## config.mk

```make
export PLATFORM = sky130hd
export DESIGN_NAME = nca_dist_unit
export DESIGN_NICKNAME = d
export VERILOG_FILES = /design/src/rtl/core/assert_macros.svh /design/src/rtl/core/nca_pkg.sv /design/src/rtl/core/nca_dist_unit.sv
export SDC_FILE = /design/constraint.sdc
export NUM_CORES = 1
export LEC_CHECK = 0
export BUFFER_PORTS_ARGS = -buffer_cell sky130_fd_sc_hd__clkbuf_2
export CORE_ASPECT_RATIO = 0.7
export CORE_MARGIN = 5
export CORE_UTILIZATION = 60
export DETAILED_ROUTE_END_ITERATION = 7
export GPL_TIMING_DRIVEN = 0
export PLACE_DENSITY_LB_ADDON = 0.2
export SLEW_MARGIN = 20
export SYNTH_ARGS = -nofsm -noshare
export SYNTH_HDL_FRONTEND = slang
export SYNTH_SLANG_ARGS = --single-unit
export TNS_END_PERCENT = 5
```

## constraint.sdc

```tcl
create_clock -name clk -period 7.71 [get_ports clk]
set_input_delay 0.771 -clock clk [delete_from_list [all_inputs] [get_ports clk]]
set_output_delay 0.771 -clock clk [all_outputs]
set_load 0.02 [all_outputs]
```

## src/rtl/core/assert_macros.svh

```systemverilog
// ----------------------------------------------------------------------------
// Assertion macros
// Shared concurrent assertion forms. Defining ASSERT_OFF removes them.
// ----------------------------------------------------------------------------
`ifndef ASSERT_MACROS_SVH
`define ASSERT_MACROS_SVH

`ifndef ASSERT_OFF

`define ASSERT_IMPL(lbl, ck, rn, ante, cons, msg) \
  lbl: assert property (@(posedge ck) disable iff (!rn) (ante) |-> (cons)) \
    else $error(msg);

`define ASSERT_NEXT(lbl, ck, rn, ante, cons, msg) \
  lbl: assert property (@(posedge ck) disable iff (!rn) (ante) |=> (cons)) \
    else $error(msg);

`else

`define ASSERT_IMPL(lbl, ck, rn, ante, cons, msg)

`define ASSERT_NEXT(lbl, ck, rn, ante, cons, msg)

`endif

`endif

```

## src/rtl/core/nca_pkg.sv

```systemverilog
// ----------------------------------------------------------------------------
// Nearest centroid assignment package
// Sizes, codes and shared types of the nearest centroid assignment core.
// ----------------------------------------------------------------------------
package nca_pkg;

  localparam int MAX_CLUSTERS = 16;
  localparam int MAX_DIM      = 64;
  localparam int ELEMENT_BITS = 16;

  localparam int CL_W      = $clog2(MAX_CLUSTERS);
  localparam int DIM_W     = $clog2(MAX_DIM);
  localparam int ADDR_W    = CL_W + DIM_W;
  localparam int MEM_DEPTH = 1 << ADDR_W;
  localparam int DIFF_W    = ELEMENT_BITS + 1;
  localparam int PROD_W    = 2 * DIFF_W;
  localparam int DIST_W    = 42;

  localparam int AC_W       = 5;
  localparam int VL_W       = 7;
  localparam int CFG_IDX_W  = 4;
  localparam int CFG_DATA_W = 7;

  localparam logic [DIST_W-1:0] DIST_MAX = '1;

  localparam logic OP_LOAD  = 1'b0;
  localparam logic OP_QUERY = 1'b1;

  localparam logic [CFG_IDX_W-1:0] REG_ACTIVE_CLUSTERS = CFG_IDX_W'(0);
  localparam logic [CFG_IDX_W-1:0] REG_VECTOR_LENGTH   = CFG_IDX_W'(1);

  typedef logic signed [ELEMENT_BITS-1:0] nca_elem_t;
  typedef logic [DIST_W-1:0] nca_dist_t;

  typedef enum logic [1:0] {
    ST_IDLE,
    ST_RUN,
    ST_DRAIN,
    ST_FINISH
  } nca_state_t;

  typedef struct packed {
    logic            vld;
    logic            lst;
    logic [CL_W-1:0] clu;
  } nca_step_t;

endpackage

```

## src/rtl/core/nca_dist_unit.sv

```systemverilog
// ----------------------------------------------------------------------------
// Squared difference unit
// Two-stage pipeline: subtract, then square, one centroid element per cycle.
// ----------------------------------------------------------------------------
module nca_dist_unit (
  input  logic               clk,
  input  logic               rst_n,
  input  nca_pkg::nca_step_t step_in,
  input  nca_pkg::nca_elem_t query_value,
  input  nca_pkg::nca_elem_t centroid_value,
  output nca_pkg::nca_step_t step_out,
  output nca_pkg::nca_dist_t term
);
  import nca_pkg::*;

  logic signed [DIFF_W-1:0] diff_r, diff_nxt;
  logic signed [PROD_W-1:0] prod_r, prod_nxt;
  nca_step_t                s1_r, s2_r;

  assign diff_nxt = {query_value[ELEMENT_BITS-1], query_value}
                  - {centroid_value[ELEMENT_BITS-1], centroid_value};
  assign prod_nxt = diff_r * diff_r;

  always_ff @(posedge clk) begin
    if (!rst_n) begin
      s1_r <= '0;
      s2_r <= '0;
    end else begin
      s1_r <= step_in;
      s2_r <= s1_r;
    end
  end

  always_ff @(posedge clk) begin
    diff_r <= diff_nxt;
    prod_r <= prod_nxt;
  end

  assign step_out = s2_r;
  assign term     = {{(DIST_W-PROD_W){1'b0}}, prod_r};

endmodule

```

Yosys cells after proc, flatten, opt, wreduce, memory -nomap -nowiden:

Index checks and enable logic that the tools add are counted.
W data, S select, Z words.

* bits in registers: 63
* input bits: 40
* output and inout bits: 48
* word-level logic and storage cells: 10

* add/sub/neg operators: 1
* multipliers: 1

Operators by type and width (number)
* $mul A17 B17 Y34: 1
* $sub A16 B16 Y17: 1

Logic depth before layout (Yosys ltp):

* depth in word-level cells: 1
* depth in mapped cells: 25
* depth with buffers taken out: 23

Least setup slack after synthesis:

No wires, ideal clock.

* kind: reg-to-reg
* start: register diff_r[2]
* end: register prod_r[27]
* library setup time: 0.072 ns
* arrival: 5.721 ns
* required time: 7.638 ns
* setup slack: 1.917 ns
* cell stages (with the launch flop): 22
* clock period less this slack: 5.793 ns
* path through: dfxtp_1 clkbuf_1 clkbuf_1 nand2_1 fa_1 fa_1 inv_1 fa_1 inv_1 fa_1 fa_1 fa_1 inv_1 ha_1 o21ai_0 o211ai_1 a41o_1 nor3_2 a21oi_2 or2_4 a21oi_2 xnor2_1

* cells in the longest elaborated chain, start to end: 1

Ends and longest elaborated chain
* start: declaration: RTL line nca_dist_unit.sv:16 `logic signed [DIFF_W-1:0] diff_r, diff_nxt;`
* start signal: assignment: RTL line nca_dist_unit.sv:35 `diff_r <= diff_nxt;`
* $mul A17 B17 Y34: RTL line nca_dist_unit.sv:22 `assign prod_nxt = diff_r * diff_r;`
* named net prod_nxt[27]: RTL line nca_dist_unit.sv:17 `logic signed [PROD_W-1:0] prod_r, prod_nxt;`
* end signal: assignment: RTL line nca_dist_unit.sv:36 `prod_r <= prod_nxt;`
* end: declaration: RTL line nca_dist_unit.sv:17

The timed path passes the listed nets, and every way through them passes these cells.
A chain may end at the register's enable or synchronous reset.

Final worst setup path:

Ends and elaborated chain as after synthesis.

==> reports/results.md <==
| Group | Metric | Reported |
|---|---|---|
| status | Result of the run | finished, final reports clean |
| critical path | Critical Path AT | 7.35 ns |
| final layout | Post-layout nets | 1767 |
| cts | Number of H-tree levels | 3 |
| final layout | Leading cell type in the layout, fill and taps excluded | inv_1 |
| detailed routing | Detailed Routing Iterations Pass 1 | 5 |
| cts | Clock Sink Count | 62 |
| detailed routing | DRT antenna net count | 0 |
| floorplanning | Horizontal die dimension | 179 um |
| yosys | Gate count after technology mapping | 1258 |
| grt | Initial antenna violation count | 0 |
| final layout | Filler instances | 1629 |
| critical path | Worst setup path startpoint | diff_r[2] |
| grt | GR Overflow Total | 0 |
| placement | Total instance count after detailed placement | 1614 |
| grt | GRT Total Usage | 24.9% |
| cts | Clock tree root buffer cell | clkbuf_16 |
| cts | Number of buffers inserted by hold repair at cts | 0 |
| critical path | Worst flop-to-flop path endpoint | prod_r[27] |
| critical path | Capturing element type of the critical path | flop |
| critical path | Internal reg-to-reg setup slack | 0.59 ns |
| placement | Weighted congestion at the end of routability-driven global placement | 0.940 |
| sta | Max-slew violation count | 0 |
| sta | Setup TNS Final | 0 ns |
| detailed routing | WL/cell | 16.2 um |
| grt | Wire length of the first global-routing pass | 44000 um |
| cts | Max Buffers Root-to-Sink | 2 |
| critical path | CP Data Required Time | 7.95 ns |
| sta | Final clock skew | 0.00782 ns |
| sta | Relative slew slack | 48.6% |
| yosys | Async S/R FF share, synth | 0% |
| detailed routing | Remaining DRCs | 0 |
| critical path | Setup crit start kind | flop |
| critical path | Count of cells along the worst register-to-register path | 21 |
| detailed routing | Total Wirelength | 26300 um |
| yosys | Post-synthesis sequential area ratio | 10.4% |
| final layout | Top library cells by usage in the layout, fill and taps aside | inv_1 (359), fa_1 (270), ha_1 (102) |
| detailed routing | Ratio of routed vias to standard cells | 5.06 |
| floorplanning | Vertical extent of the die | 128 um |
| floorplanning | Floorplan die area | 0.0229 sq mm |
| grt | Number of global-route vias before repair | 8608 |
| yosys | Number of synthesized flops with an enable pin | 0 |
| yosys | Mean area per synthesized cell | 9.51 sq um |
| floorplanning | Placeable core region | 0.0197 sq mm |
| yosys | Post-synthesis cell area | 0.0120 sq mm |
| sta | Slew of the pin with the lowest slew margin | 0.769 ns |
| floorplanning | Number of cell rows | 43 |
| final layout | Number of standard cells in the final layout excluding fillers | 1630 |
| cts | # resized after CTS | 0 |
| final layout | Diode count | 0 |
| placement | Final HPWL DP | 22200 um |
| critical path | Critical path peak fanout | 10 |
| worst hold path | Class of the tightest hold or removal check | reg2reg |
| sta | Setup repair after global routing missed its margin | false |
| cts | CTS tree | yes |
| sta | # setup viols final | 0 |
| yosys | Number of synthesized register bits | 62 |
| final layout | Layout-stage area growth over the synthesis result | 9.04% |
| floorplanning | Number of placed I/O pins | 88 |
| detailed routing | Via count | 8250 |
| critical path | Critical setup path kind | reg2reg |
| yosys | Synthesis Warnings | 0 |
| cts | Clock transition at the registers of the reported paths | 0.06 ns |
| cts | TritonCTS buffer count | 9 |
| detailed routing | Number of design-rule violations left by the first detailed-router iteration | 608 |
| final layout | Proportion of layout cells with a drive suffix above 1 | 8.68% |
| yosys | Count of unique library cells instantiated by Yosys | 51 |
| critical path | Beginning of the worst register-to-register path | diff_r[2] |
| sta | Final period demand of the worst path | 7.12 ns |
| placement | Count of buffers from port buffering | 78 |
| floorplanning | Starting utilization of the core area | 60.8% |
| job | Reported max-cap violation count | 0 |
| critical path | Critical Path End | prod_r[27] |
| sta | Final critical-path share of the clock period | 92.3% |
| yosys | Main flop type after synthesis | dfxtp_1 |
| sta | Final Hold Viols | 0 |
| cts | Source-to-sink clock delay at the later pin of the worst-skew pair | 0.35 ns |
| cts | Post-CTS Repair Setup Buffers | 0 |
| sta | Achievable clock frequency | 0.141 GHz |
| grt | Pin count of the biggest net entering global routing | 13 |
[sequential cells by signal (all words and copies together), names as in the netlist]
register	cells
prod_r	33
s1_r	6
step_out	6
diff_r	17
[area by class of cell]
type                       count  area [sq um]  share of cell area, %
clock buffer                   9           225                   1.73
buffer                        32           164                   1.26
clock inverter                 7          97.6                  0.748
multi-input combinational    813          9240                   70.8
tap                          270           338                   2.59
timing repair buffer          78           390                   2.99
inverter                     359          1350                   10.3
sequential                    62          1240                   9.51
[per-stage QoR]
step	area [sq um]	worst slack (ns)	utilization, %	hold slack [ns]
6_report	13000	0.593	66.3	0.431
4_1_cts	13000	0.684	66.3	0.436
2_1_floorplan	12000	1.92	-	0.412
3_5_place_dp	12700	0.705	64.6	0.422
3_3_place_gp	12700	0.817	64.6	0.413
5_1_grt	13000	0.227	66.3	0.452
[per-layer routing]
metal | wire (um) | track usage (%) | up-vias
met4 | 453 | 5.59 | 2
met1 | 12100 | 38.0 | 4005
met5 | 55 | 1.97 | -
li1 | - | - | 3869
met3 | 2740 | 7.34 | 39
met2 | 10900 | 35.0 | 335
[cells by family after synthesis]
kind of cell               synth area share [%]
buffers and inverters                      12.6
adders and majority gates                  55.8
and+or+nand+nor                            10.7
AOI/OAI and AO/OA                          6.37
DFF                                        10.4
xor gates and xnor gates                   3.95
other                                    0.0313
muxes                                    0.0837
[worst max-delay path: stages, from the launching register on]
cell	delay (ns)
dfxtp_1	0.39
clkbuf_1	0.48
clkbuf_1	0.53
nand2_1	0.20
fa_1	0.51
fa_1	0.51
fa_1	0.53
inv_1	0.07
fa_1	0.49
fa_1	0.50
inv_1	0.06
fa_1	0.50
inv_1	0.05
ha_1	0.40
and3_1	0.22
nand4_1	0.15
a2111oi_1	0.42
nor3_2	0.19
a21oi_2	0.39
or2_4	0.23
a21oi_2	0.06
xnor2_1	0.13
[Yosys cell counts (2+ instances only)]
library cell / instances / share of area, %
a21o_1: 13 / 0.82
a41o_1: 2 / 0.17
buf_4: 9 / 0.56
o21ai_0: 26 / 1.1
a211o_1: 2 / 0.15
o21ai_2: 2 / 0.15
xor2_1: 10 / 0.73
o21ai_1: 3 / 0.13
fa_1: 270 / 45
dfxtp_1: 62 / 10
and3_1: 4 / 0.21
nand2_1: 96 / 3.0
nor2_1: 41 / 1.3
nand4_1: 4 / 0.21
a31o_2: 2 / 0.15
o21bai_1: 2 / 0.13
nand2b_1: 14 / 0.73
inv_1: 359 / 11
clkbuf_1: 22 / 0.69
a211oi_1: 4 / 0.25
nor3_1: 3 / 0.13
nand3_1: 4 / 0.17
o211ai_1: 2 / 0.13
xnor2_1: 44 / 3.2
ha_1: 102 / 11
a21oi_1: 38 / 1.6
and2_1: 70 / 3.7
a21oi_2: 3 / 0.22
a41oi_1: 2 / 0.15
o21a_1: 7 / 0.44
nor2b_1: 16 / 0.84
[how the worst min path moves through the flow]
stage                        from           to  slack (ns)  depth (start not counted)
final                     s1_r[1]  step_out[1]        0.43                          1
after global routing      s1_r[4]  step_out[4]        0.45                          1
after CTS                 s1_r[1]  step_out[1]        0.44                          1
after detailed placement  s1_r[1]  step_out[1]        0.42                          1
after global placement    s1_r[5]  step_out[5]        0.41                          1
after floorplan           s1_r[3]  step_out[3]        0.41                          1
Power is left out: the tool's default activity adds up to more than one toggle a clock period on the data nets, which glitch-free logic cannot reach.
