[src/rtl/core/assert_macros.svh]
// ----------------------------------------------------------------------------
// Assertion macros
// Shared concurrent assertion forms. Defining ASSERT_OFF removes them.
// ----------------------------------------------------------------------------
`ifndef ASSERT_MACROS_SVH
`define ASSERT_MACROS_SVH

`ifndef ASSERT_OFF

`define ASSERT_IMPL(lbl, ck, rn, ante, cons, msg) \
  lbl: assert property (@(posedge ck) disable iff (!rn) (ante) |-> (cons)) \
    else $error(msg);

`define ASSERT_NEXT(lbl, ck, rn, ante, cons, msg) \
  lbl: assert property (@(posedge ck) disable iff (!rn) (ante) |=> (cons)) \
    else $error(msg);

`else

`define ASSERT_IMPL(lbl, ck, rn, ante, cons, msg)

`define ASSERT_NEXT(lbl, ck, rn, ante, cons, msg)

`endif

`endif

[src/rtl/core/nca_pkg.sv]
// ----------------------------------------------------------------------------
// Nearest centroid assignment package
// Sizes, codes and shared types of the nearest centroid assignment core.
// ----------------------------------------------------------------------------
package nca_pkg;

  localparam int MAX_CLUSTERS = 16;
  localparam int MAX_DIM      = 64;
  localparam int ELEMENT_BITS = 16;

  localparam int CL_W      = $clog2(MAX_CLUSTERS);
  localparam int DIM_W     = $clog2(MAX_DIM);
  localparam int ADDR_W    = CL_W + DIM_W;
  localparam int MEM_DEPTH = 1 << ADDR_W;
  localparam int DIFF_W    = ELEMENT_BITS + 1;
  localparam int PROD_W    = 2 * DIFF_W;
  localparam int DIST_W    = 42;

  localparam int AC_W       = 5;
  localparam int VL_W       = 7;
  localparam int CFG_IDX_W  = 4;
  localparam int CFG_DATA_W = 7;

  localparam logic [DIST_W-1:0] DIST_MAX = '1;

  localparam logic OP_LOAD  = 1'b0;
  localparam logic OP_QUERY = 1'b1;

  localparam logic [CFG_IDX_W-1:0] REG_ACTIVE_CLUSTERS = CFG_IDX_W'(0);
  localparam logic [CFG_IDX_W-1:0] REG_VECTOR_LENGTH   = CFG_IDX_W'(1);

  typedef logic signed [ELEMENT_BITS-1:0] nca_elem_t;
  typedef logic [DIST_W-1:0] nca_dist_t;

  typedef enum logic [1:0] {
    ST_IDLE,
    ST_RUN,
    ST_DRAIN,
    ST_FINISH
  } nca_state_t;

  typedef struct packed {
    logic            vld;
    logic            lst;
    logic [CL_W-1:0] clu;
  } nca_step_t;

endpackage

[src/rtl/core/nca_acc_bank.sv]
// ----------------------------------------------------------------------------
// Distance accumulator bank
// Saturating per-centroid accumulators with a running nearest-centroid search.
// ----------------------------------------------------------------------------
module nca_acc_bank (
  input  logic                     clk,
  input  logic                     rst_n,
  input  nca_pkg::nca_step_t       step,
  input  nca_pkg::nca_dist_t       term,
  input  logic                     first_elem,
  input  logic                     clear,
  output logic                     done,
  output logic [nca_pkg::CL_W-1:0] best_label,
  output nca_pkg::nca_dist_t       best_dist
);
  import nca_pkg::*;

  nca_dist_t         acc_r [MAX_CLUSTERS];
  logic [DIST_W:0]   sum;
  nca_dist_t         upd;
  nca_dist_t         best_dist_r, best_dist_nxt;
  logic [CL_W-1:0]   best_label_r, best_label_nxt;

  always_comb begin
    sum = {1'b0, acc_r[step.clu]} + {1'b0, term};
    if (first_elem) begin
      upd = term;
    end else if (sum[DIST_W]) begin
      upd = DIST_MAX;
    end else begin
      upd = sum[DIST_W-1:0];
    end
  end

  always_comb begin
    best_dist_nxt  = best_dist_r;
    best_label_nxt = best_label_r;
    if (step.vld && ((step.clu == '0) || (upd < best_dist_r))) begin
      best_dist_nxt  = upd;
      best_label_nxt = step.clu;
    end
  end

  always_ff @(posedge clk) begin
    if (!rst_n || clear) begin
      for (int i = 0; i < MAX_CLUSTERS; i++) begin
        acc_r[i] <= '0;
      end
    end else if (step.vld) begin
      acc_r[step.clu] <= upd;
    end
  end

  always_ff @(posedge clk) begin
    best_dist_r  <= best_dist_nxt;
    best_label_r <= best_label_nxt;
  end

  assign done       = step.vld && step.lst;
  assign best_label = best_label_r;
  assign best_dist  = best_dist_r;

endmodule

[config.mk]
export PLATFORM = sky130hd
export DESIGN_NAME = nca_acc_bank
export DESIGN_NICKNAME = d
export VERILOG_FILES = /design/src/rtl/core/assert_macros.svh /design/src/rtl/core/nca_pkg.sv /design/src/rtl/core/nca_acc_bank.sv
export SDC_FILE = /design/constraint.sdc
export NUM_CORES = 1
export LEC_CHECK = 0
export BUFFER_PORTS_ARGS = -buffer_cell sky130_fd_sc_hd__buf_2
export CAP_MARGIN = 5
export CORE_ASPECT_RATIO = 0.75
export CORE_MARGIN = 4
export CORE_UTILIZATION = 50
export CTS_BUF_LIST = sky130_fd_sc_hd__clkbuf_8
export DETAILED_ROUTE_END_ITERATION = 16
export PLACE_DENSITY = 0.66
export SLEW_MARGIN = 15
export SYNTH_ARGS = -nofsm -noshare
export SYNTH_HDL_FRONTEND = slang
export SYNTH_SLANG_ARGS = --single-unit
[constraint.sdc]
create_clock -name clk -period 10.5 [get_ports clk]
set_input_delay 2.625 -clock clk [delete_from_list [all_inputs] [get_ports clk]]
set_output_delay 2.625 -clock clk [all_outputs]
set_load 0.02 [all_outputs]
Word level (Yosys, flattened, before mapping)
Memory sizes are Yosys's and may differ from the RTL's.
Cells that the tools add are included.
{"block": "totals", "regBits": 46, "ramBits": 672, "inputBits": 52, "output_inout_bits": 47, "elab_cells": 22, "n_memories": 1}
{"block": "classes", "add_sub_neg": 1, "magnitude_cmp": 1, "mux": 10, "reduce_logical": 7}
{"name": "acc_r", "words": 16, "width": 42, "rd": 1, "rd_clocked_by_memory_dff": 0, "write_ports": 16, "line_no": "nca_acc_bank.sv:18", "source": "nca_dist_t acc_r [MAX_CLUSTERS];"}
{"operator": "$mux W42", "count": 3}
{"operator": "$add A42 B42 Y43", "count": 1}
{"operator": "$lt A42 B42 Y1", "count": 1}
{"operator": "$reduce_or A42 Y1", "count": 1}
{"operator": "$mux W1", "count": 6}
{"operator": "$logic_not A4 Y1", "count": 1}
{"operator": "$mux W4", "count": 1}
{"operator": "$logic_and A1 B1 Y1", "count": 2}
{"operator": "$logic_or A1 B1 Y1", "count": 2}
{"operator": "$logic_not A1 Y1", "count": 1}

Logic depth before layout (Yosys ltp)
Gate-level depths: netlist (run 1).
An unclocked memory read counts as a cell.
{"block": "logic_depth", "depth_word": 7, "depth_mapped": 28, "mapped_depth_nobuf": 22}

Least setup slack after synthesis (run 1)
OpenSTA, ideal clock, no wires.
{"block": "synth_path", "path_type": "input-to-reg", "start": "in step[0] (netlist name)", "end": "reg best_dist_r[0] (netlist: best_dist[0]) (enable)", "setup_ns": 0.471, "t_arrival_ns": 10.529, "t_required_ns": 10.029, "path_slack_ns": -0.501, "stages": 26, "n_path_buf": 7, "path_cell_list": "clkbuf_1 > buf_1 > buf_1 > mux4_2 > mux4_2 > ha_1 > buf_2 > a21o_1 > a31oi_1 > o21ai_1 > a31oi_1 > o21a_1 > a21boi_2 > buf_6 > buf_6 > o32ai_4 > buf_4 > inv_2 > ha_1 > a21o_1 > a21o_1 > a21oi_1 > nor2_1 > a211oi_1 > o2111ai_1 > a2bb2oi_1"}
{"block": "synth_between", "elab_chain_cells": 7, "elab_cells_between_ends": 8, "classes_between": "add/sub: 1; order compare: 1; mux: 2; reduce/logical: 3; memory: 1"}
{"element": "start, declared", "line_no": "nca_acc_bank.sv:8", "source": "input nca_pkg::nca_step_t step,"}
{"element": "$mem_v2 Z16 W42"}
{"element": "$add A42 B42 Y43", "line_no": "nca_acc_bank.sv:25", "source": "sum = {1'b0, acc_r[step.clu]} + {1'b0, term};"}
{"element": "$mux W42", "line_no": "nca_acc_bank.sv:28", "source": "end else if (sum[DIST_W]) begin"}
{"element": "$mux W42", "line_no": "nca_acc_bank.sv:26", "source": "if (first_elem) begin"}
{"element": "named net upd[11]", "line_no": "nca_acc_bank.sv:20", "source": "nca_dist_t upd;"}
{"element": "$lt A42 B42 Y1", "line_no": "nca_acc_bank.sv:38", "source": "if (step.vld && ((step.clu == '0) || (upd < best_dist_r))) begin"}
{"element": "$logic_or A1 B1 Y1", "line_no": "nca_acc_bank.sv:38"}
{"element": "$logic_and A1 B1 Y1", "line_no": "nca_acc_bank.sv:38"}
{"element": "end signal, assigned", "line_no": "nca_acc_bank.sv:55", "source": "best_dist_r <= best_dist_nxt;"}
{"element": "end, declared", "line_no": "nca_acc_bank.sv:21", "source": "nca_dist_t best_dist_r, best_dist_nxt;"}
The timed path passes the listed nets, and every way through them passes these cells.
A chain may end at the register's enable or synchronous reset.

Worst setup path in the final report (run 1)
{"block": "layout_path", "start": "in step[0] (netlist name)", "end": "reg best_dist_r[17] (netlist: best_dist[17]) (enable)"}
Same word-level chain as after synthesis.

==> summary.md, run 1 <==
| Metric | Value |
|---|---|
| Final hold violation count | `0` |
| Top_reg_cell synth | `sky130_fd_sc_hd__edfxtp_1` |
| Upper clock frequency limit | `about 110 MHz` |
| Mapped cell area | `35170 µm²` |
| Max-slew violations | `0` |
| Share of the core filled with cells in the final layout | `56.48%` |
| Finish-stage setup viols | `0` |
| Most common library cell in the layout ignoring fill and taps | `sky130_fd_sc_hd__edfxtp_1` |
| Row cnt | `83` |
| Adder-Cell Fraction of Synth Area | `3.010%` |
| Maximum vdd drop | `0.1147 mV` |
| Post_cts resized | `0` |
| Layout cell share with drive strength beyond 1 | `24.95%` |
| FFs w/ async S/R, synth | `0%` |
| Unrepaired setup endpoints after global routing | `no` |
| Buffers added on ports | `slightly below 100` |
| Placer's final routability congestion estimate | `between 0.9 and 1` |
| Post-Synthesis Cells | `between 2000 and 2500` |
| Clock buffer count from CTS | `109` |
| CP Data Required Time | `10900 ps` |
| Total length of routed met2 wires | `~50000 µm` |
| Overall power after layout | `6.827 mW` |
| Warnings from Yosys | `0` |
| Final net count | `2714` |
| Leak pwr | `15.49 nW` |
| Power share of the combinational group | `18.3%` |
| Share of total power consumed by net switching | `29.65%` |
| Path category of the worst min-delay check | `reg -> reg` |
| Total Die Area | `74690 µm²` |
| Number of global-route vias before repair | `23225` |
| Worst hold slack after final layout | `1385 ps` |
| Count of different cell masters after synthesis | `75` |
| Clock-pin slew of the registers on the worst-case setup and hold paths | `70 ps` |
| Commonest cells after routing, fill and taps aside | `sky130_fd_sc_hd__edfxtp_1 (718), sky130_fd_sc_hd__nor2_1 (599), sky130_fd_sc_hd__mux4_2 (210), sky130_fd_sc_hd__inv_1 (130), sky130_fd_sc_hd__clkbuf_8 (111)` |
| Global-route wire length before repair | `166600 µm` |
| Die W | `314.3 µm` |
| Remaining max-slew budget at the tightest pin | `28.54%` |
| Placement-stage cell area | `37030 µm²` |
| Die height | `237.7 µm` |
| Root cell of the clock tree | `sky130_fd_sc_hd__clkbuf_8` |
| Kind of start point of the critical path | `primary input` |
| Worst slew pin tran | `1068 ps` |
| Area Overhead vs Synth | `10.90%` |
| Worst clock skew | `48.34 ps` |
| Simple-gate portion of the synthesized area | `between 10% and 20%` |
| Reported net switching power | `~2.0 mW` |
| HPWL reported at the end of detailed placement | `70960 µm` |
| Antenna violations before repair | `7` |
| Final Critical Period | `9307 ps` |
| Number of buffers on the longest clock path | `3` |
| Power density normalized to cell area | `175.0 nW/µm²` |
| Multiplexer share of the synthesized area | `13.54%` |
| Post-synthesis net count | `2592` |
| Number of max-cap violations | `0` |
| Core Box Area | `approximately 70000 µm²` |
| Maximum number of pins on one net before global-route repair | `44` |
| Initial Utilization | `between 50% and 60%` |
| Worst skew pair latency | `between 700 and 800 ps` |
| Post-CTS repair timing setup buffer count | `0` |
| Drt via density | `6.507` |
| Router iterations before antenna repair | `5` |
| DRC viols | `0` |
| Fraction of power consumed by sequential logic | `49.9%` |
| H-tree lvl count | `3` |
| Proportion of synthesized chip area in sequential cells | `61.30%` |
| Main combinational cell family by area after synthesis | `multiplexers` |
| Number of buffers inserted by hold repair at cts | `0` |
| All-Layer GR Usage | `a little under a third` |
| Routed length on met1 | `47470 µm` |
| Number of fill cells in the layout | `5580` |
| Critical path class | `in -> reg` |
| Setup tns final | `0 ps` |
| Count of flip-flops with a built-in enable after synthesis | `718` |
| Via count | `roughly 23000` |
| Post-layout instance area | `39010 µm²` |
| Initial DRC Count | `3324` |
| Highest Signal Layer | `met5` |
| Clock sinks | `around 720` |
| TritonCTS clock tree | `done` |
| Crit share post-route | `88.64%` |
| XOR/XNOR Fraction of Synth Area | `0.7969%` |
| Maximum fanout along the worst path | `38` |
| Syn_area_per_cell | `roughly 14 µm²` |
| CP arrival | `9710 ps` |
| Type of element capturing the critical path | `register` |
| Part of the power in the clock network | `31.8%` |
| Flip-flop and latch count after synthesis | `718` |
| I/O pin total | `99` |
| Compound-cell area share of the yosys netlist | `7.040%` |
| Final routed wire length divided by cell count | `about 33 µm` |
| Overflow after GRT | `0` |
| Result of the run | `finished clean` |
| Met3 Wirelength | `17370 µm` |
| Design internal power | `4.803 mW` |
| Number of nets still failing antenna checks after routing | `0` |
| Total Wirelength | `117300 µm` |
==> worst paths after layout <==
path	from	slack (ps)	depth (start not counted)	to
setup / recovery	step[0]	1190	24	best_dist[17]$_DFFE_PP_
hold / removal	best_dist[41]$_DFFE_PP_	1380	7	best_dist[1]$_DFFE_PP_
setup reg to reg	acc_r[15][4]$_SDFFCE_PN0P_	3480	22	best_dist[17]$_DFFE_PP_
hold reg to reg	best_dist[41]$_DFFE_PP_	1380	7	best_dist[1]$_DFFE_PP_
==> power groups by stage <==
stage | sequential [mW] | combinational, mW | clock, mW
after floorplan | 3.45 | 0.790 | 0
after global placement | 3.45 | 1.20 | 0
after detailed placement | 3.46 | 1.22 | 0
after CTS | 3.40 | 1.23 | 2.19
after global routing | 3.42 | 1.32 | 2.33
final | 3.41 | 1.25 | 2.17
==> sequential cells by signal, indices dropped and copies added (netlist names) <==
register	count
best_dist	42
acc_r	672
best_label	4
==> layer usage <==
layer,vias up,GRT usage (%)
met5,-,0
met3,222,10.59
li1,9500,-
met1,11978,47.46
met2,1737,44.67
met4,2,7.761
==> Yosys cell counts, drive strengths merged, types with 4 or more instances <==
| cell | number | area share, % |
|---|---|---|
| buf | 77 | 1.4 |
| nor3b | 4 | 0.085 |
| nor2 | 612 | 6.6 |
| or3 | 4 | 0.071 |
| nand4 | 23 | 0.41 |
| nand2b | 8 | 0.14 |
| a211oi | 12 | 0.53 |
| a31oi | 9 | 0.16 |
| edfxtp | 718 | 61 |
| nor3 | 114 | 1.8 |
| o21a | 9 | 0.21 |
| clkbuf | 117 | 1.3 |
| a21o | 45 | 0.96 |
| nand3 | 22 | 0.31 |
| o32ai | 34 | 2.6 |
| a211o | 7 | 0.17 |
| and2 | 7 | 0.12 |
| o21ai | 28 | 0.40 |
| a21boi | 4 | 0.096 |
| ha | 83 | 3.0 |
| xor2 | 12 | 0.30 |
| mux4 | 210 | 13 |
| o211ai | 10 | 0.24 |
| and3 | 7 | 0.12 |
| xnor2 | 20 | 0.50 |
| nand2 | 63 | 0.67 |
| nor2b | 7 | 0.12 |
| a21oi | 53 | 0.80 |
| inv | 93 | 0.99 |
==> area by class of cell <==
class / count / area [µm²] / share of cell area, %
flip-flops and latches: 718 / 21560 / 55.28
multi-input cells: 1451 / 12510 / 32.08
clock buffers: 111 / 1528 / 3.917
repair buffers: 205 / 1438 / 3.686
well taps: 935 / 1170 / 2.999
clock inverters: 87 / 441.7 / 1.132
inverters: 93 / 350.3 / 0.8982
diodes: 2 / 5.005 / 0.01283
==> through the flow <==
step           std cells  setup WS [ps]
6_report            3602           1193
5_1_grt             3602          995.8
4_1_cts             3600           1382
3_5_place_dp        3402          552.1
3_3_place_gp        3402          654.9
2_1_floorplan       2456          657.9
==> worst max-delay path, stage by stage <==
cell and delay [ps]:
sky130_fd_sc_hd__buf_8 450, sky130_fd_sc_hd__buf_12 270, sky130_fd_sc_hd__mux4_2 520, sky130_fd_sc_hd__mux4_2 540, sky130_fd_sc_hd__ha_1 390, sky130_fd_sc_hd__o211ai_1 140
sky130_fd_sc_hd__a21o_1 230, sky130_fd_sc_hd__a211o_1 350, sky130_fd_sc_hd__a21oi_2 260, sky130_fd_sc_hd__o211ai_2 140, sky130_fd_sc_hd__a21boi_4 420, sky130_fd_sc_hd__buf_4 240
sky130_fd_sc_hd__buf_4 280, sky130_fd_sc_hd__a211oi_4 60, sky130_fd_sc_hd__nor2_1 470, sky130_fd_sc_hd__ha_1 350, sky130_fd_sc_hd__a21o_1 160, sky130_fd_sc_hd__a21o_1 170
sky130_fd_sc_hd__a21oi_1 160, sky130_fd_sc_hd__o2111ai_1 130, sky130_fd_sc_hd__a21oi_1 140, sky130_fd_sc_hd__o2111ai_1 190, sky130_fd_sc_hd__a2bb2oi_4 440, sky130_fd_sc_hd__buf_4 510
==> cell families after synthesis <==
family / after synthesis
adder cells (fa/ha/maj): 84
buffers and inverters: 287
XOR/XNOR: 32
AND/OR/NAND/NOR: 882
multiplexers: 213
AO/OA/AOI/OAI: 240
flip-flops: 718
Note: power is estimated with default switching activity, not from simulation.
==> run 2, diff against run 1 <==
- PLACE_DENSITY: 0.66 -> 0.63
- clock period: 10.5 -> 9.8 ns (I/O delays scaled with it)
==> run 2 against run 1 <==
  * Worst hold slack worse by 88 ps
  * Combinational power is 6% higher
  * Count of clock-buffer cells in the layout is 1 lower
  * Design area is 0.27% lower
  * Sequential share of layout area is 0.15 points higher
  * Critical path depth is 1 lower
==> summary.md, run 2 (same netlist as run 1, synthesis figures left out) <==
| Metric | Value |
|---|---|
| Result of the run | `finished clean (unchanged)` |
| RR Startpoint | `acc_r[15][1]$_SDFFCE_PN0P_ (was acc_r[15][4]$_SDFFCE_PN0P_)` |
| Die height | `237.7 µm (unchanged)` |
| Global-route wire length before repair | `162900 µm (was 166600 µm)` |
| Type of element capturing the critical path | `register (unchanged)` |
| Via count | `23287 (was 23439)` |
| Clock-pin slew of the registers on the worst-case setup and hold paths | `70 ps (about the same)` |
| Placer's final routability congestion estimate | `0.9534 (was 0.9273)` |
| Commonest cells after routing, fill and taps aside | `sky130_fd_sc_hd__edfxtp_1 (718), sky130_fd_sc_hd__nor2_1 (599), sky130_fd_sc_hd__mux4_2 (210), sky130_fd_sc_hd__inv_1 (121), sky130_fd_sc_hd__clkbuf_8 (110) (was sky130_fd_sc_hd__edfxtp_1 (718), sky130_fd_sc_hd__nor2_1 (599), sky130_fd_sc_hd__mux4_2 (210), sky130_fd_sc_hd__inv_1 (130), sky130_fd_sc_hd__clkbuf_8 (111))` |
| Part of the power in the clock network | `32.2% (was 31.8%)` |
| Router iterations before antenna repair | `6 (was 5)` |
| Maximum number of pins on one net before global-route repair | `46 (was 44)` |
| Fraction of power consumed by sequential logic | `49.6% (was 49.9%)` |
| DRC viols | `0 (unchanged)` |
| Worst skew pair latency | `750 ps (was 790 ps)` |
| Overall power after layout | `7.327 mW (was 6.827 mW)` |
| Number of global-route vias before repair | `23067 (was 23225)` |
| Final hold violation count | `0 (unchanged)` |
| Power density normalized to cell area | `188.4 nW/µm² (was 175.0 nW/µm²)` |
| Max-slew violations | `0 (unchanged)` |
| H-tree lvl count | `3 (unchanged)` |
| Post_cts resized | `0 (unchanged)` |
| Clock buffer count from CTS | `110 (was 109)` |
| Worst clock skew | `46.72 ps (was 48.34 ps)` |
| Crit share post-route | `92.34%` |
| Design internal power | `5.158 mW (was 4.803 mW)` |
| Remaining max-slew budget at the tightest pin | `20.16% (was 28.54%)` |
| Upper clock frequency limit | `110.5 MHz` |
| Overflow after GRT | `0 (unchanged)` |
| Root cell of the clock tree | `sky130_fd_sc_hd__clkbuf_8 (unchanged)` |
| Number of nets still failing antenna checks after routing | `0 (unchanged)` |
| WHS Endpoint | `best_dist[0]$_DFFE_PP_ (was best_dist[1]$_DFFE_PP_)` |
| Initial Utilization | `50.93% (unchanged)` |
| Die W | `314.3 µm (unchanged)` |
| Core Box Area | `69060 µm² (unchanged)` |
| Worst slew pin tran | `1196 ps (was 1068 ps)` |
| CP Data Required Time | `10270 ps (was 10900 ps)` |
| Setup slack of the most critical reg-to-reg path | `2870 ps (was 3480 ps)` |
| CP arrival | `9520 ps (was 9710 ps)` |
| Count of cells along the worst hold path | `4 (was 7)` |
| Maximum vdd drop | `0.1482 mV (was 0.1147 mV)` |
| Initial DRC Count | `3182 (was 3324)` |
| HPWL reported at the end of detailed placement | `67530 µm (was 70960 µm)` |
| TritonCTS clock tree | `done (unchanged)` |
| Path category of the worst min-delay check | `reg -> reg (unchanged)` |
| Drt via density | `6.499 (was 6.507)` |
| All-Layer GR Usage | `30.92% (was 31.60%)` |
| Final net count | `2698 (was 2714)` |
| Unrepaired setup endpoints after global routing | `no (unchanged)` |
| Layout cell share with drive strength beyond 1 | `24.56% (was 24.95%)` |
| Share of total power consumed by net switching | `29.61% (was 29.65%)` |
| Power share of the combinational group | `18.2% (was 18.3%)` |
| Reported net switching power | `2.169 mW (was 2.024 mW)` |
| Worst-case reg-to-reg path depth | `21 (was 22)` |
| Largest Register | `acc_r (unchanged)` |
| Area Overhead vs Synth | `10.60% (was 10.90%)` |
| Number of fill cells in the layout | `5598 (was 5580)` |
| Kind of start point of the critical path | `primary input (unchanged)` |
| Number of buffers on the longest clock path | `3 (unchanged)` |
| Final Critical Period | `slightly above 9000 ps` |
| Total Die Area | `74690 µm² (unchanged)` |
| Hold path start | `best_dist[1]$_DFFE_PP_ (was best_dist[41]$_DFFE_PP_)` |
| Antenna violations before repair | `8 (was 7)` |
| Finish-stage setup viols | `0 (unchanged)` |
| Total Wirelength | `115600 µm (was 117300 µm)` |
| Number of max-cap violations | `0 (unchanged)` |
| Row cnt | `83 (unchanged)` |
| Final routed wire length divided by cell count | `32.25 µm (was 32.57 µm)` |
| Buffers added on ports | `98 (unchanged)` |
| Number of buffers inserted by hold repair at cts | `0 (unchanged)` |
| RR Endpoint | `best_label[0]$_DFFE_PP_ (was best_dist[17]$_DFFE_PP_)` |
| Critical path class | `in -> reg (unchanged)` |
| Maximum fanout along the worst path | `42 (was 38)` |
| Largest register FFs | `672 (unchanged)` |
| Leak pwr | `15.36 nW (was 15.49 nW)` |
| I/O pin total | `99 (unchanged)` |
| Setup tns final | `0 ps (unchanged)` |
| Most common library cell in the layout ignoring fill and taps | `sky130_fd_sc_hd__edfxtp_1 (unchanged)` |
| Post-CTS repair timing setup buffer count | `0 (unchanged)` |
| Clock sinks | `718 (unchanged)` |
## run 2: cell count changes in the layout (fill, tap and decap cells not counted), moves of 2 or more
| cell | change |
|---|---|
| sky130_fd_sc_hd__buf_4 | -18 |
| sky130_fd_sc_hd__clkinv_1 | +6 |
| sky130_fd_sc_hd__clkinv_4 | -2 |
| sky130_fd_sc_hd__clkinvlp_4 | +2 |
| sky130_fd_sc_hd__inv_1 | -9 |
| sky130_fd_sc_hd__inv_8 | +2 |
| sky130_fd_sc_hd__nand2_2 | +2 |
| sky130_fd_sc_hd__nand2_4 | -2 |
## run 2: layout make-up
cell class	instances	area (µm²)	area share, %
sequential	718	21560	55.43
antenna	1	2.502	0.006433
inverter	93	350.3	0.9006
clock inverter	87	476.7	1.225
clock buffer	110	1514	3.892
timing repair buffer	188	1323	3.400
tap	935	1170	3.007
multi-input combinational	1451	12500	32.14
## run 2: layer usage
metal | up-vias | wire, µm | track usage (%)
met3 | 235 | 17370 | 11.43
met2 | 1697 | 48260 | 42.87
met5 | - | 52 | 0
li1 | 9473 | - | -
met4 | 6 | 3167 | 8.667
met1 | 11876 | 46720 | 46.00
## run 2: power groups by stage
stage	combinational (mW)	sequential, mW	clock, mW
floorplan	0.847	3.69	0
global placement	1.29	3.69	0
detailed placement	1.30	3.69	0
CTS	1.31	3.63	2.37
global route	1.41	3.64	2.52
finish	1.33	3.63	2.36
## run 2: worst max-delay path by stage
stage / start / end / cells after the start
floorplan: step[0] / best_dist[0]$_DFFE_PP_ / 26
global placement: step[0] / best_dist[23]$_DFFE_PP_ / 23
detailed placement: step[0] / best_dist[17]$_DFFE_PP_ / 23
CTS: step[0] / best_dist[23]$_DFFE_PP_ / 23
global route: step[0] / best_dist[26]$_DFFE_PP_ / 22
finish: step[0] / best_label[0]$_DFFE_PP_ / 23
## run 2: worst max-delay path: stages
cell                        delay (ps)
sky130_fd_sc_hd__buf_8             450
sky130_fd_sc_hd__buf_4             330
sky130_fd_sc_hd__mux4_2            520
sky130_fd_sc_hd__mux4_2            570
sky130_fd_sc_hd__ha_1              430
sky130_fd_sc_hd__a21o_1            240
sky130_fd_sc_hd__a31oi_1           210
sky130_fd_sc_hd__o21ai_1           100
sky130_fd_sc_hd__a31oi_1           330
sky130_fd_sc_hd__o21a_1            240
sky130_fd_sc_hd__a21boi_4          180
sky130_fd_sc_hd__buf_12            230
sky130_fd_sc_hd__a211oi_4          630
sky130_fd_sc_hd__nor2_1            400
sky130_fd_sc_hd__ha_1              400
sky130_fd_sc_hd__nand4_1           140
sky130_fd_sc_hd__nor4_1            450
sky130_fd_sc_hd__nand3_1           180
sky130_fd_sc_hd__nor3_1            250
sky130_fd_sc_hd__a21oi_1           130
sky130_fd_sc_hd__o2111ai_1         180
sky130_fd_sc_hd__a2bb2oi_4         180
sky130_fd_sc_hd__buf_12            210
## run 2: stage by stage
step	instance area [µm²]	worst slack, ps	instances	hold slack [ps]	util (%)
3_5_place_dp	36900	179.4	3385	1270	53.43
3_3_place_gp	36900	349.7	3385	1257	53.43
5_1_grt	38900	302.7	3582	1341	56.32
6_report	38900	751.0	3583	1297	56.33
4_1_cts	38890	956.1	3582	1282	56.32
2_1_floorplan	35180	132.9	2456	1215	-
